**src/hw/rtl/mexp_pkg.sv**
```systemverilog
// ----------------------------------------------------------------------------
// Modular exponentiation package
// Command and status types shared by the controller and the datapath.
// ----------------------------------------------------------------------------
package mexp_pkg;

	localparam int FIELD_W = 64;

	typedef enum logic [1:0] {
		ASEL_ONE,
		ASEL_Y,
		ASEL_Z
	} asel_t;

	typedef struct packed {
		logic  load;
		logic  mul_init;
		logic  mul_dbl;
		logic  mul_add;
		logic  mul_next;
		asel_t asel;
		logic  wr_y;
		logic  wr_z;
		logic  e_shift;
		logic  out_load;
	} cmd_t;

	typedef struct packed {
		logic m_zero;
		logic e_zero;
		logic e_lsb;
		logic b_msb;
		logic cnt_zero;
	} status_t;

endpackage

```
**src/hw/rtl/modular_exponentiation_unit.sv**
```systemverilog
// ----------------------------------------------------------------------------
// Modular exponentiation unit
// Computes base to the power exponent modulo a configured modulus.
// ----------------------------------------------------------------------------
// A request on the input channel carries base and exponent; each request
// gives one result, power, on the output channel. Both channels use valid
// and ready. The modulus is written through cfg_wr_en and cfg_wr_data; the
// user must do so only while the unit is idle, which the unit itself does
// not enforce. The modulus resets to one. The unit handles one request at
// a time. The base is first reduced by one modular product, then each
// exponent bit below the highest set bit costs a squaring and each set bit
// a multiply. A modular product runs in the shared shift-and-add multiplier
// as WIDTH doublings and up to WIDTH additions, one doubling or addition per
// cycle, followed by a write-back. With a 64-bit exponent the worst case is
// 128 products; a zero modulus skips all products and a zero exponent
// finishes after the base reduction alone.
// The result sits in an output register, so a stalled receiver does not
// block the next request from being accepted and computed; only the hand-off
// of that next result waits for the register to be taken. Reset clears the
// controller and the output valid.
// ----------------------------------------------------------------------------
module modular_exponentiation_unit #(
	parameter int WIDTH = 64
) (
	input  logic                         clk,
	input  logic                         arst_n,
	input  logic                         cfg_wr_en,
	input  logic [mexp_pkg::FIELD_W-1:0] cfg_wr_data,
	input  logic                         in_valid,
	output logic                         in_ready,
	input  logic [mexp_pkg::FIELD_W-1:0] base,
	input  logic [mexp_pkg::FIELD_W-1:0] exponent,
	output logic                         out_valid,
	input  logic                         out_ready,
	output logic [mexp_pkg::FIELD_W-1:0] power
);
	import mexp_pkg::*;

	cmd_t    cmd;
	status_t sts;

	mexp_ctrl u_ctrl (
		.clk       (clk),
		.arst_n    (arst_n),
		.in_valid  (in_valid),
		.in_ready  (in_ready),
		.out_valid (out_valid),
		.out_ready (out_ready),
		.sts       (sts),
		.cmd       (cmd)
	);

	mexp_dp #(
		.WIDTH (WIDTH)
	) u_dp (
		.clk         (clk),
		.arst_n      (arst_n),
		.cfg_wr_en   (cfg_wr_en),
		.cfg_wr_data (cfg_wr_data),
		.base        (base),
		.exponent    (exponent),
		.power       (power),
		.cmd         (cmd),
		.sts         (sts)
	);

endmodule

```
**src/hw/rtl/mexp_ctrl.sv**
```systemverilog
// ----------------------------------------------------------------------------
// Modular exponentiation controller
// Sequences the square-and-multiply loop and the bit-serial modular products.
// ----------------------------------------------------------------------------
module mexp_ctrl (
	input  logic              clk,
	input  logic              arst_n,
	input  logic              in_valid,
	output logic              in_ready,
	output logic              out_valid,
	input  logic              out_ready,
	input  mexp_pkg::status_t sts,
	output mexp_pkg::cmd_t    cmd
);
	import mexp_pkg::*;

	typedef enum logic [2:0] {
		S_IDLE,
		S_START,
		S_DBL,
		S_ADD,
		S_FIN,
		S_LOOP,
		S_LOOPZ,
		S_DONE
	} state_t;

	typedef enum logic [1:0] {
		M_RED,
		M_Y,
		M_Z
	} mode_t;

	state_t state_q, state_d;
	mode_t  mode_q, mode_d;
	logic   out_valid_q, out_valid_d;

	always_comb begin
		cmd         = '0;
		state_d     = state_q;
		mode_d      = mode_q;
		case (mode_q)
			M_Y:     cmd.asel = ASEL_Y;
			M_Z:     cmd.asel = ASEL_Z;
			default: cmd.asel = ASEL_ONE;
		endcase
		case (state_q)
			S_IDLE: begin
				if (in_valid) begin
					cmd.load = 1'b1;
					state_d  = S_START;
				end
			end
			S_START: begin
				if (sts.m_zero) begin
					state_d = S_DONE;
				end else begin
					cmd.mul_init = 1'b1;
					mode_d       = M_RED;
					state_d      = S_DBL;
				end
			end
			S_DBL: begin
				cmd.mul_dbl = 1'b1;
				if (sts.b_msb) begin
					state_d = S_ADD;
				end else if (sts.cnt_zero) begin
					state_d = S_FIN;
				end else begin
					cmd.mul_next = 1'b1;
				end
			end
			S_ADD: begin
				cmd.mul_add = 1'b1;
				if (sts.cnt_zero) begin
					state_d = S_FIN;
				end else begin
					cmd.mul_next = 1'b1;
					state_d      = S_DBL;
				end
			end
			S_FIN: begin
				case (mode_q)
					M_Y: begin
						cmd.wr_y    = 1'b1;
						cmd.e_shift = 1'b1;
						state_d     = S_LOOPZ;
					end
					default: begin
						cmd.wr_z = 1'b1;
						state_d  = S_LOOP;
					end
				endcase
			end
			S_LOOP: begin
				if (sts.e_zero) begin
					state_d = S_DONE;
				end else if (sts.e_lsb) begin
					cmd.mul_init = 1'b1;
					mode_d       = M_Y;
					state_d      = S_DBL;
				end else begin
					cmd.e_shift = 1'b1;
					state_d     = S_LOOPZ;
				end
			end
			S_LOOPZ: begin
				if (sts.e_zero) begin
					state_d = S_DONE;
				end else begin
					cmd.mul_init = 1'b1;
					mode_d       = M_Z;
					state_d      = S_DBL;
				end
			end
			S_DONE: begin
				if (!out_valid_q || out_ready) begin
					cmd.out_load = 1'b1;
					state_d      = S_IDLE;
				end
			end
			default: begin
				state_d = S_IDLE;
			end
		endcase
		if (cmd.out_load) begin
			out_valid_d = 1'b1;
		end else if (out_ready) begin
			out_valid_d = 1'b0;
		end else begin
			out_valid_d = out_valid_q;
		end
	end

	always_ff @(posedge clk or negedge arst_n) begin
		if (!arst_n) begin
			state_q     <= S_IDLE;
			mode_q      <= M_RED;
			out_valid_q <= 1'b0;
		end else begin
			state_q     <= state_d;
			mode_q      <= mode_d;
			out_valid_q <= out_valid_d;
		end
	end

	assign in_ready  = (state_q == S_IDLE);
	assign out_valid = out_valid_q;

endmodule

```
**src/hw/rtl/mexp_dp.sv**
```systemverilog
// ----------------------------------------------------------------------------
// Modular exponentiation datapath
// Holds the modulus, operands, exponent and a shift-and-add modular multiplier.
// ----------------------------------------------------------------------------
module mexp_dp #(
	parameter int WIDTH = 64
) (
	input  logic                           clk,
	input  logic                           arst_n,
	input  logic                           cfg_wr_en,
	input  logic [mexp_pkg::FIELD_W-1:0]   cfg_wr_data,
	input  logic [mexp_pkg::FIELD_W-1:0]   base,
	input  logic [mexp_pkg::FIELD_W-1:0]   exponent,
	output logic [mexp_pkg::FIELD_W-1:0]   power,
	input  mexp_pkg::cmd_t                 cmd,
	output mexp_pkg::status_t              sts
);
	import mexp_pkg::*;

	localparam int CW = $clog2(WIDTH);

	logic [WIDTH-1:0] m_q;
	logic [WIDTH-1:0] y_q;
	logic [WIDTH-1:0] z_q;
	logic [WIDTH-1:0] e_q;
	logic [WIDTH-1:0] acc_q;
	logic [WIDTH-1:0] bsh_q;
	logic [CW-1:0]    cnt_q;
	logic [WIDTH-1:0] power_q;
	logic [WIDTH-1:0] one;
	logic [WIDTH-1:0] a_op;
	logic [WIDTH-1:0] add_b;
	logic [WIDTH:0]   sum;
	logic [WIDTH+1:0] dif;
	logic [WIDTH-1:0] acc_sum;

	always_comb begin
		one = (m_q == WIDTH'(1)) ? '0 : WIDTH'(1);
		case (cmd.asel)
			ASEL_Y:  a_op = y_q;
			ASEL_Z:  a_op = z_q;
			default: a_op = one;
		endcase
		add_b   = cmd.mul_add ? a_op : acc_q;
		sum     = {1'b0, acc_q} + {1'b0, add_b};
		dif     = {1'b0, sum} - {2'b00, m_q};
		acc_sum = dif[WIDTH+1] ? sum[WIDTH-1:0] : dif[WIDTH-1:0];
	end

	always_ff @(posedge clk or negedge arst_n) begin
		if (!arst_n) begin
			m_q <= WIDTH'(1);
		end else if (cfg_wr_en) begin
			m_q <= cfg_wr_data[WIDTH-1:0];
		end
	end

	always_ff @(posedge clk) begin
		if (cmd.load) begin
			z_q <= base[WIDTH-1:0];
			e_q <= exponent[WIDTH-1:0];
			y_q <= one;
		end else begin
			if (cmd.wr_y) begin
				y_q <= acc_q;
			end
			if (cmd.wr_z) begin
				z_q <= acc_q;
			end
			if (cmd.e_shift) begin
				e_q <= e_q >> 1;
			end
		end
		if (cmd.mul_init) begin
			acc_q <= '0;
			bsh_q <= z_q;
			cnt_q <= CW'(WIDTH - 1);
		end else begin
			if (cmd.mul_dbl || cmd.mul_add) begin
				acc_q <= acc_sum;
			end
			if (cmd.mul_next) begin
				bsh_q <= bsh_q << 1;
				cnt_q <= cnt_q - CW'(1);
			end
		end
		if (cmd.out_load) begin
			power_q <= (m_q == '0) ? '0 : y_q;
		end
	end

	assign sts.m_zero   = (m_q == '0);
	assign sts.e_zero   = (e_q == '0);
	assign sts.e_lsb    = e_q[0];
	assign sts.b_msb    = bsh_q[WIDTH-1];
	assign sts.cnt_zero = (cnt_q == '0);
	assign power        = FIELD_W'(power_q);

endmodule
```
**config.mk**
```make
export PLATFORM = sky130hd
export DESIGN_NAME = modular_exponentiation_unit
export DESIGN_NICKNAME = d
export VERILOG_FILES = /design/src/hw/rtl/mexp_pkg.sv /design/src/hw/rtl/modular_exponentiation_unit.sv /design/src/hw/rtl/mexp_ctrl.sv /design/src/hw/rtl/mexp_dp.sv
export SDC_FILE = /design/constraint.sdc
export NUM_CORES = 1
export LEC_CHECK = 0
export BUFFER_PORTS_ARGS = -buffer_cell sky130_fd_sc_hd__buf_2
export CAP_MARGIN = 10
export CORE_MARGIN = 5
export CORE_UTILIZATION = 35
export DETAILED_ROUTE_END_ITERATION = 10
export SETUP_SLACK_MARGIN = 0.02
export SYNTH_ARGS = -nofsm -noshare
export SYNTH_HDL_FRONTEND = slang
export SYNTH_SLANG_ARGS = --single-unit
```
**constraint.sdc**
```tcl
create_clock -name clk -period 6.4 [get_ports clk]
set_input_delay 0.32 -clock clk [delete_from_list [all_inputs] [get_ports clk]]
set_output_delay 0.32 -clock clk [all_outputs]
set_load 0.01 [all_outputs]
```
==> flow_metrics.tcl, run 1 <==
set metrics [dict create \
    timing.final.crit_share_pct 103 \
    hold_ws_ps 23.5 \
    core_region_area_um2 77700 \
    worst_setup_path_start_kind "flip-flop" \
    grt_overflow 0 \
    min_to "u_dp.z_q[31]" \
    grt_max_degree 80 \
    end_kind "flip-flop" \
    skew_ps 21.2 \
    r2r-end "u_dp.acc_q[61]" \
    post-place-cells 4516 \
    routed_wl_um 92700 \
    drcViolationCount 0 \
    fill_cells 7332 \
    ys_types 80 \
    syn_avg_cell_area_um2 9.10 \
    r2r-start "u_dp.m_q[44]" \
    dr.first_iter.drc_count 1988 \
    cp_top_family "compound AO/OA/AOI/OAI gates" \
    synth-seq-cells 460 \
    dr_total_vias 25000 \
    die-height_um 290 \
    grt_pass1_wl_um 142000 \
    wire_per_inst_um 19.2 \
    synth_edf_count 320 \
    setup_ws_ps -198 \
    nets 4076 \
    h-tree-depth 2 \
    drive_above_1_share_pct 24.3 \
    syn_to_final_growth_pct 34.0 \
    finalHoldViolations 0 \
    worst-r2r-cell-count 35 \
    cp_max_fo 5 \
    gp_congestion 0.946 \
    maxSlewViolCount 0 \
    slowest_stage "o41a_1" \
    clockBufferDepth 3 \
    mostFrequentLayoutCells "nand2_1, buf_4, edfxtp_1, buf_2, a21oi_1" \
    fmaxAchievable_mhz 152 \
    syn_area_um2 27500 \
    dieArea_um2 84300 \
    ys_seq_area_share_pct 46.4 \
    ys_warn_count 0 \
    async_flop_share_pct 15.2 \
    hold_depth 2 \
    status "finished, violations left" \
    ioPinCount 263 \
    cts_root_buffer "clkbuf_16" \
    start_util_pct 35.4 \
    path_buf_inv 8 \
    ant_nets 0 \
    max-cap-violations 0 \
    cp.required_ps 6890 \
    syn_inst 3023 \
    path_clk_slew_ps 60 \
    hold_path_class "input port to flip-flop" \
    grt_pass1_vias 24400 \
    fin_crit_ps 6600 \
    rows 102 \
    layout.area.seq_um2 12800 \
    tritoncts "yes" \
    r2r_slack_ps -200 \
    die_w_um 290 \
    slowest_delay_ps 470 \
    viasPerCell 5.18 \
    multiInputGateArea_um2 14500 \
    critPathKind "flip-flop to flip-flop" \
    setup_viol 61 \
    utilization_pct 47.4 \
    place_hpwl_um 69700 \
    clock_sinks 460 \
    synth.net_count 3355 \
    rsz0062_at_grt "true" \
    hold_start "base[31]" \
    tightestPinTransition_ps 955 \
    maxSlewHeadroom_pct 36.3 \
    synthFlopType "edfxtp_1" \
    port_buffers 262 \
    cts_inserted_buffers 52 \
    violations "setup timing" \
    track_usage_pct 21.1 \
    antenna_found_initial 4 \
    drtPass1Iterations 6 \
    cpMostUsedCell "buf_4" \
    clkLatencyLatePin_ps 600 \
    arrival_ps 7090 \
    fin_cells 4831 \
    final_common_cell "nand2_1" \
]
-- worst max path at each step --
stage | slack (ps) | to | startpoint | cells after the start
finish | -200 | u_dp.acc_q[61] | u_dp.m_q[44] | 35
floorplan | 390 | u_dp.acc_q[61] | u_ctrl.state_q[0] | 30
CTS | -220 | u_dp.acc_q[61] | u_dp.m_q[51] | 32
global route | -570 | u_dp.acc_q[57] | u_dp.m_q[19] | 37
detailed placement | -580 | u_dp.acc_q[2] | u_dp.m_q[52] | 34
global placement | -460 | u_dp.acc_q[2] | u_dp.m_q[52] | 34
-- routing by layer --
| layer | vias to the layer above | wire length (um) | global-route usage [%] |
|---|---|---|---|
| li1 | 12300 | - | - |
| met4 | 0 | 2710 | 5.77 |
| met3 | 140 | 5360 | 2.50 |
| met1 | 11800 | 44400 | 31.7 |
| met2 | 780 | 40300 | 32.2 |
| met5 | - | 0 | 0 |
-- repair_timing --
item                                    4_1_cts  5_1_grt
pin swaps                                    60       40
endpoints found under the setup margin       64       64
hold buffers                                154        0
resized for setup                           114       68
buffers inserted                             44       14
cloned                                        4        0
endpoints found under the hold margin       222        0
-- state kept, by name, indices dropped and copies added, names as in the netlist --
name              count
u_ctrl.mode_q         2
u_ctrl.out_valid      1
u_ctrl.state_q        3
u_dp.acc_q           64
u_dp.bsh_q           64
u_dp.cnt_q            6
u_dp.e_q             64
u_dp.m_q             64
u_dp.power           64
u_dp.y_q             64
u_dp.z_q             64
-- stage by stage --
step	setup WS (ps)	TNS (ps)	instance area, um^2
floorplan	394	0	27500
global placement	-463	-20600	32400
detailed placement	-583	-29870	32400
CTS	-225	-7070	36400
global route	-571	-30460	36900
finish	-198	-6880	36900
-- cells in the mapped netlist, drive strengths merged, types with 5 or more instances --
library cell / instances / area [um^2]
or2: 8 / 50.1
and3: 12 / 75.1
edfxtp: 320 / 9610
o21ai: 188 / 948
o211ai: 17 / 128
o31ai: 74 / 593
nand2: 647 / 2430
a31oi: 15 / 100
dfrtp: 69 / 1730
nor3: 40 / 205
xor2: 62 / 543
o21bai: 25 / 188
a41oi: 6 / 60.1
buf: 24 / 128
inv: 96 / 360
nand3: 23 / 115
a22oi: 71 / 533
ha: 133 / 1660
a211oi: 39 / 293
nor4: 38 / 238
a21boi: 5 / 37.5
a21o: 127 / 953
mux2i: 16 / 160
nand2b: 16 / 100
nand4: 44 / 275
xnor2: 62 / 543
and2: 144 / 901
nor2b: 18 / 113
a21oi: 207 / 1050
clkbuf: 153 / 574
dfxtp: 70 / 1400
o21a: 17 / 128
nor2: 173 / 649
a221oi: 6 / 65.1
-- kinds of logic after synthesis --
family | share of synthesized area [%]
buffers and inverters | 3.86
AOI/OAI and AO/OA | 19.8
adders and majority gates | 6.19
DFF | 46.4
xor gates and xnor gates | 3.95
muxes | 0.746
and+or+nand+nor | 19.1
-- layout make-up --
class / instances / share of cell area [%]
Multi-Input combinational cell: 2290 / 39.2
Inverter: 96 / 0.978
Timing Repair Buffer: 844 / 17.2
Tap cell: 1040 / 3.53
Antenna cell: 4 / 0.0272
Clock buffer: 67 / 3.83
Sequential cell: 460 / 34.6
Clock inverter: 30 / 0.614
Power of run 1 is not shown: default switching activity piles up to over one toggle a cycle in this logic, so the estimate is an artifact.
==> inputs of run 2 (changes only) <==
- ABC_AREA: not set -> 1
==> run 2 against run 1 <==
Utilization is 4.6 points lower. Sequential cell count did not move. Worst setup slack improved by 680 ps. Largest cell class unchanged. Non-clock buffer count fell by 334. The run now ends clean. Critical path type unchanged. Synthesized cell count grew 46%. Global-route usage rose by 1.3 points. Critical endpoint is now u_dp.acc_q[58]. Maximum frequency grew 12%. Via count rose by 19%.
==> flow_metrics.tcl, run 2 <==
set metrics [dict create \
    mostFrequentLayoutCells "nand2_1, inv_1, nor2_1, edfxtp_1, buf_2" \
    dieArea_um2 94300 \
    tritoncts "yes" \
    dr_total_vias 29700 \
    rows 109 \
    synth_commonest_cells "nand2_1, inv_1, nor2_1" \
    track_usage_pct 22.4 \
    layout.area.seq_um2 12800 \
    cp_max_fo 25 \
    grt_pass1_vias 28300 \
    multiInputGateArea_um2 15300 \
    start_util_pct 35.1 \
    hold_ws_ps 19.1 \
    finalHoldViolations 0 \
    antenna_found_initial 2 \
    skew_ps 53.1 \
    r2r-start "u_ctrl.state_q[0]" \
    clkLatencyLatePin_ps 640 \
    routed_wl_um 110000 \
    h-tree-depth 2 \
    drtPass1Iterations 6 \
    fill_cells 9092 \
    fin_setup_tns_ps 0 \
    synth-seq-cells 460 \
    synthFlopType "edfxtp_1" \
    netlist_top_cells_area "edfxtp_1, nand2_1, inv_1" \
    placed_cell_area_um2 33700 \
    critPathKind "flip-flop to flip-flop" \
    worst-r2r-cell-count 29 \
    post-place-cells 5765 \
    r2r-end "u_dp.acc_q[58]" \
    cts_root_buffer "clkbuf_16" \
    nets 5169 \
    ys_types 49 \
    grt_max_degree 130 \
    ys_warn_count 0 \
    arrival_ps 6420 \
    clock_sinks 460 \
    clockBufferDepth 3 \
    drive_above_1_share_pct 10.3 \
    wire_per_inst_um 18.3 \
    cp-endpoint "u_dp.acc_q[58]" \
    fin_cells 6047 \
    end_kind "flip-flop" \
    ioPinCount 263 \
    fmaxAchievable_mhz 169 \
    maxSlewHeadroom_pct 30.2 \
    slowest_stage "dfrtp_1" \
    place_hpwl_um 85600 \
    tightestPinTransition_ps 1050 \
    cp.required_ps 6910 \
    syn_inst 4400 \
    syn_avg_cell_area_um2 7.02 \
    gp_congestion 1.00 \
    hold_path_class "input port to flip-flop" \
    slowest_delay_ps 430 \
    grt_pass1_wl_um 166000 \
    ant_nets 0 \
    crit_start "u_ctrl.state_q[0]" \
    core_region_area_um2 88000 \
    async_flop_share_pct 15.2 \
    r2r_slack_ps 490 \
    synth.net_count 4732 \
    drcViolationCount 0 \
    die_w_um 307 \
    synth_most_common_cell "nand2_1" \
    timing.final.crit_share_pct 92.4 \
    ys_seq_area_share_pct 41.3 \
    final_common_cell "nand2_1" \
    dr.first_iter.drc_count 2657 \
    grt_overflow 0 \
    cts_inserted_buffers 52 \
    synth_edf_count 320 \
    syn_to_final_growth_pct 21.9 \
    synth_top_area_share_pct 31.1 \
    syn_area_um2 30900 \
    port_buffers 262 \
    maxSlewViolCount 0 \
    setup_viol 0 \
    path_clk_slew_ps 60 \
    use_met2_pct 38.7 \
    fin_crit_ps 5910 \
    worst_setup_path_start_kind "flip-flop" \
    cpMostUsedCell "nand2_1" \
    rsz0062_at_grt "false" \
    viasPerCell 4.91 \
    status "finished clean" \
    yosysTopAreaCell "edfxtp_1" \
    gr-usage-met3_pct 2.00 \
    grt_busiest_layer "met2" \
    die-height_um 307 \
    max-cap-violations 0 \
    gr-usage-met1_pct 29.4 \
    stdcell_area_um2 37700 \
]
-- run 2: layout make-up --
class	instances	share of cell area, %
Clock inverter	32	1.04
Clock buffer	66	3.71
Timing Repair Buffer	510	10.0
Tap cell	1165	3.87
Inverter	675	6.73
Sequential cell	460	33.9
Multi-Input combinational cell	3138	40.7
Antenna cell	1	0.00664
-- run 2: what timing repair did --
action | 4_1_cts | 5_1_grt
buffers inserted | 0 | 2
endpoints found under the setup margin | 19 | 64
hold buffers | 177 | 0
pin swaps | 0 | 8
resized for setup | 1 | 59
gates cloned | 0 | 4
hold endpoints to repair | 184 | 0
-- run 2: cell families after synthesis --
group | after synthesis | synth area share [%]
buf+inv | 802 | 9.95
flops | 460 | 41.3
fa+ha+maj | 135 | 5.52
simple gates | 2372 | 31.0
mux | 1 | 0.0324
compound gates | 558 | 10.2
xor+xnor | 72 | 2.04
-- run 2: worst min path at each step --
| stage | start | end | slack, ps | cells past startpoint |
|---|---|---|---|---|
| 5_1_grt | base[20] | u_dp.z_q[20] | 30 | 3 |
| 3_3_place_gp | arst_n | u_dp.m_q[53] | 150 | 1 |
| 6_report | base[57] | u_dp.z_q[57] | 20 | 3 |
| 3_5_place_dp | arst_n | u_dp.m_q[53] | 150 | 1 |
| 4_1_cts | base[36] | u_dp.z_q[36] | 4 | 3 |
| 2_1_floorplan | arst_n | u_ctrl.mode_q[0] | 20 | 0 |
-- run 2: through the flow --
step | setup WS (ps) | utilization [%]
after floorplan | 556 | -
after global placement | 24.8 | 38.4
after detailed placement | 62.0 | 38.4
after CTS | 121 | 42.4
after global routing | 49.6 | 42.8
final | 486 | 42.8
-- run 2: critical path: cells and delay by family, from the launching register on --
| family | cells | cell delay (ps) |
|---|---|---|
| simple gates | 16 | 2390 |
| flops | 1 | 430 |
| fa+ha+maj | 2 | 790 |
| compound gates | 5 | 1250 |
| buf+inv | 6 | 890 |
-- run 2: per-layer routing --
metal	wire length, um	up-vias
met2	52800	885
met4	4720	0
met3	5080	188
li1	-	14900
met1	47800	13700
met5	0	-
Power of run 2 is left out for the same reason.
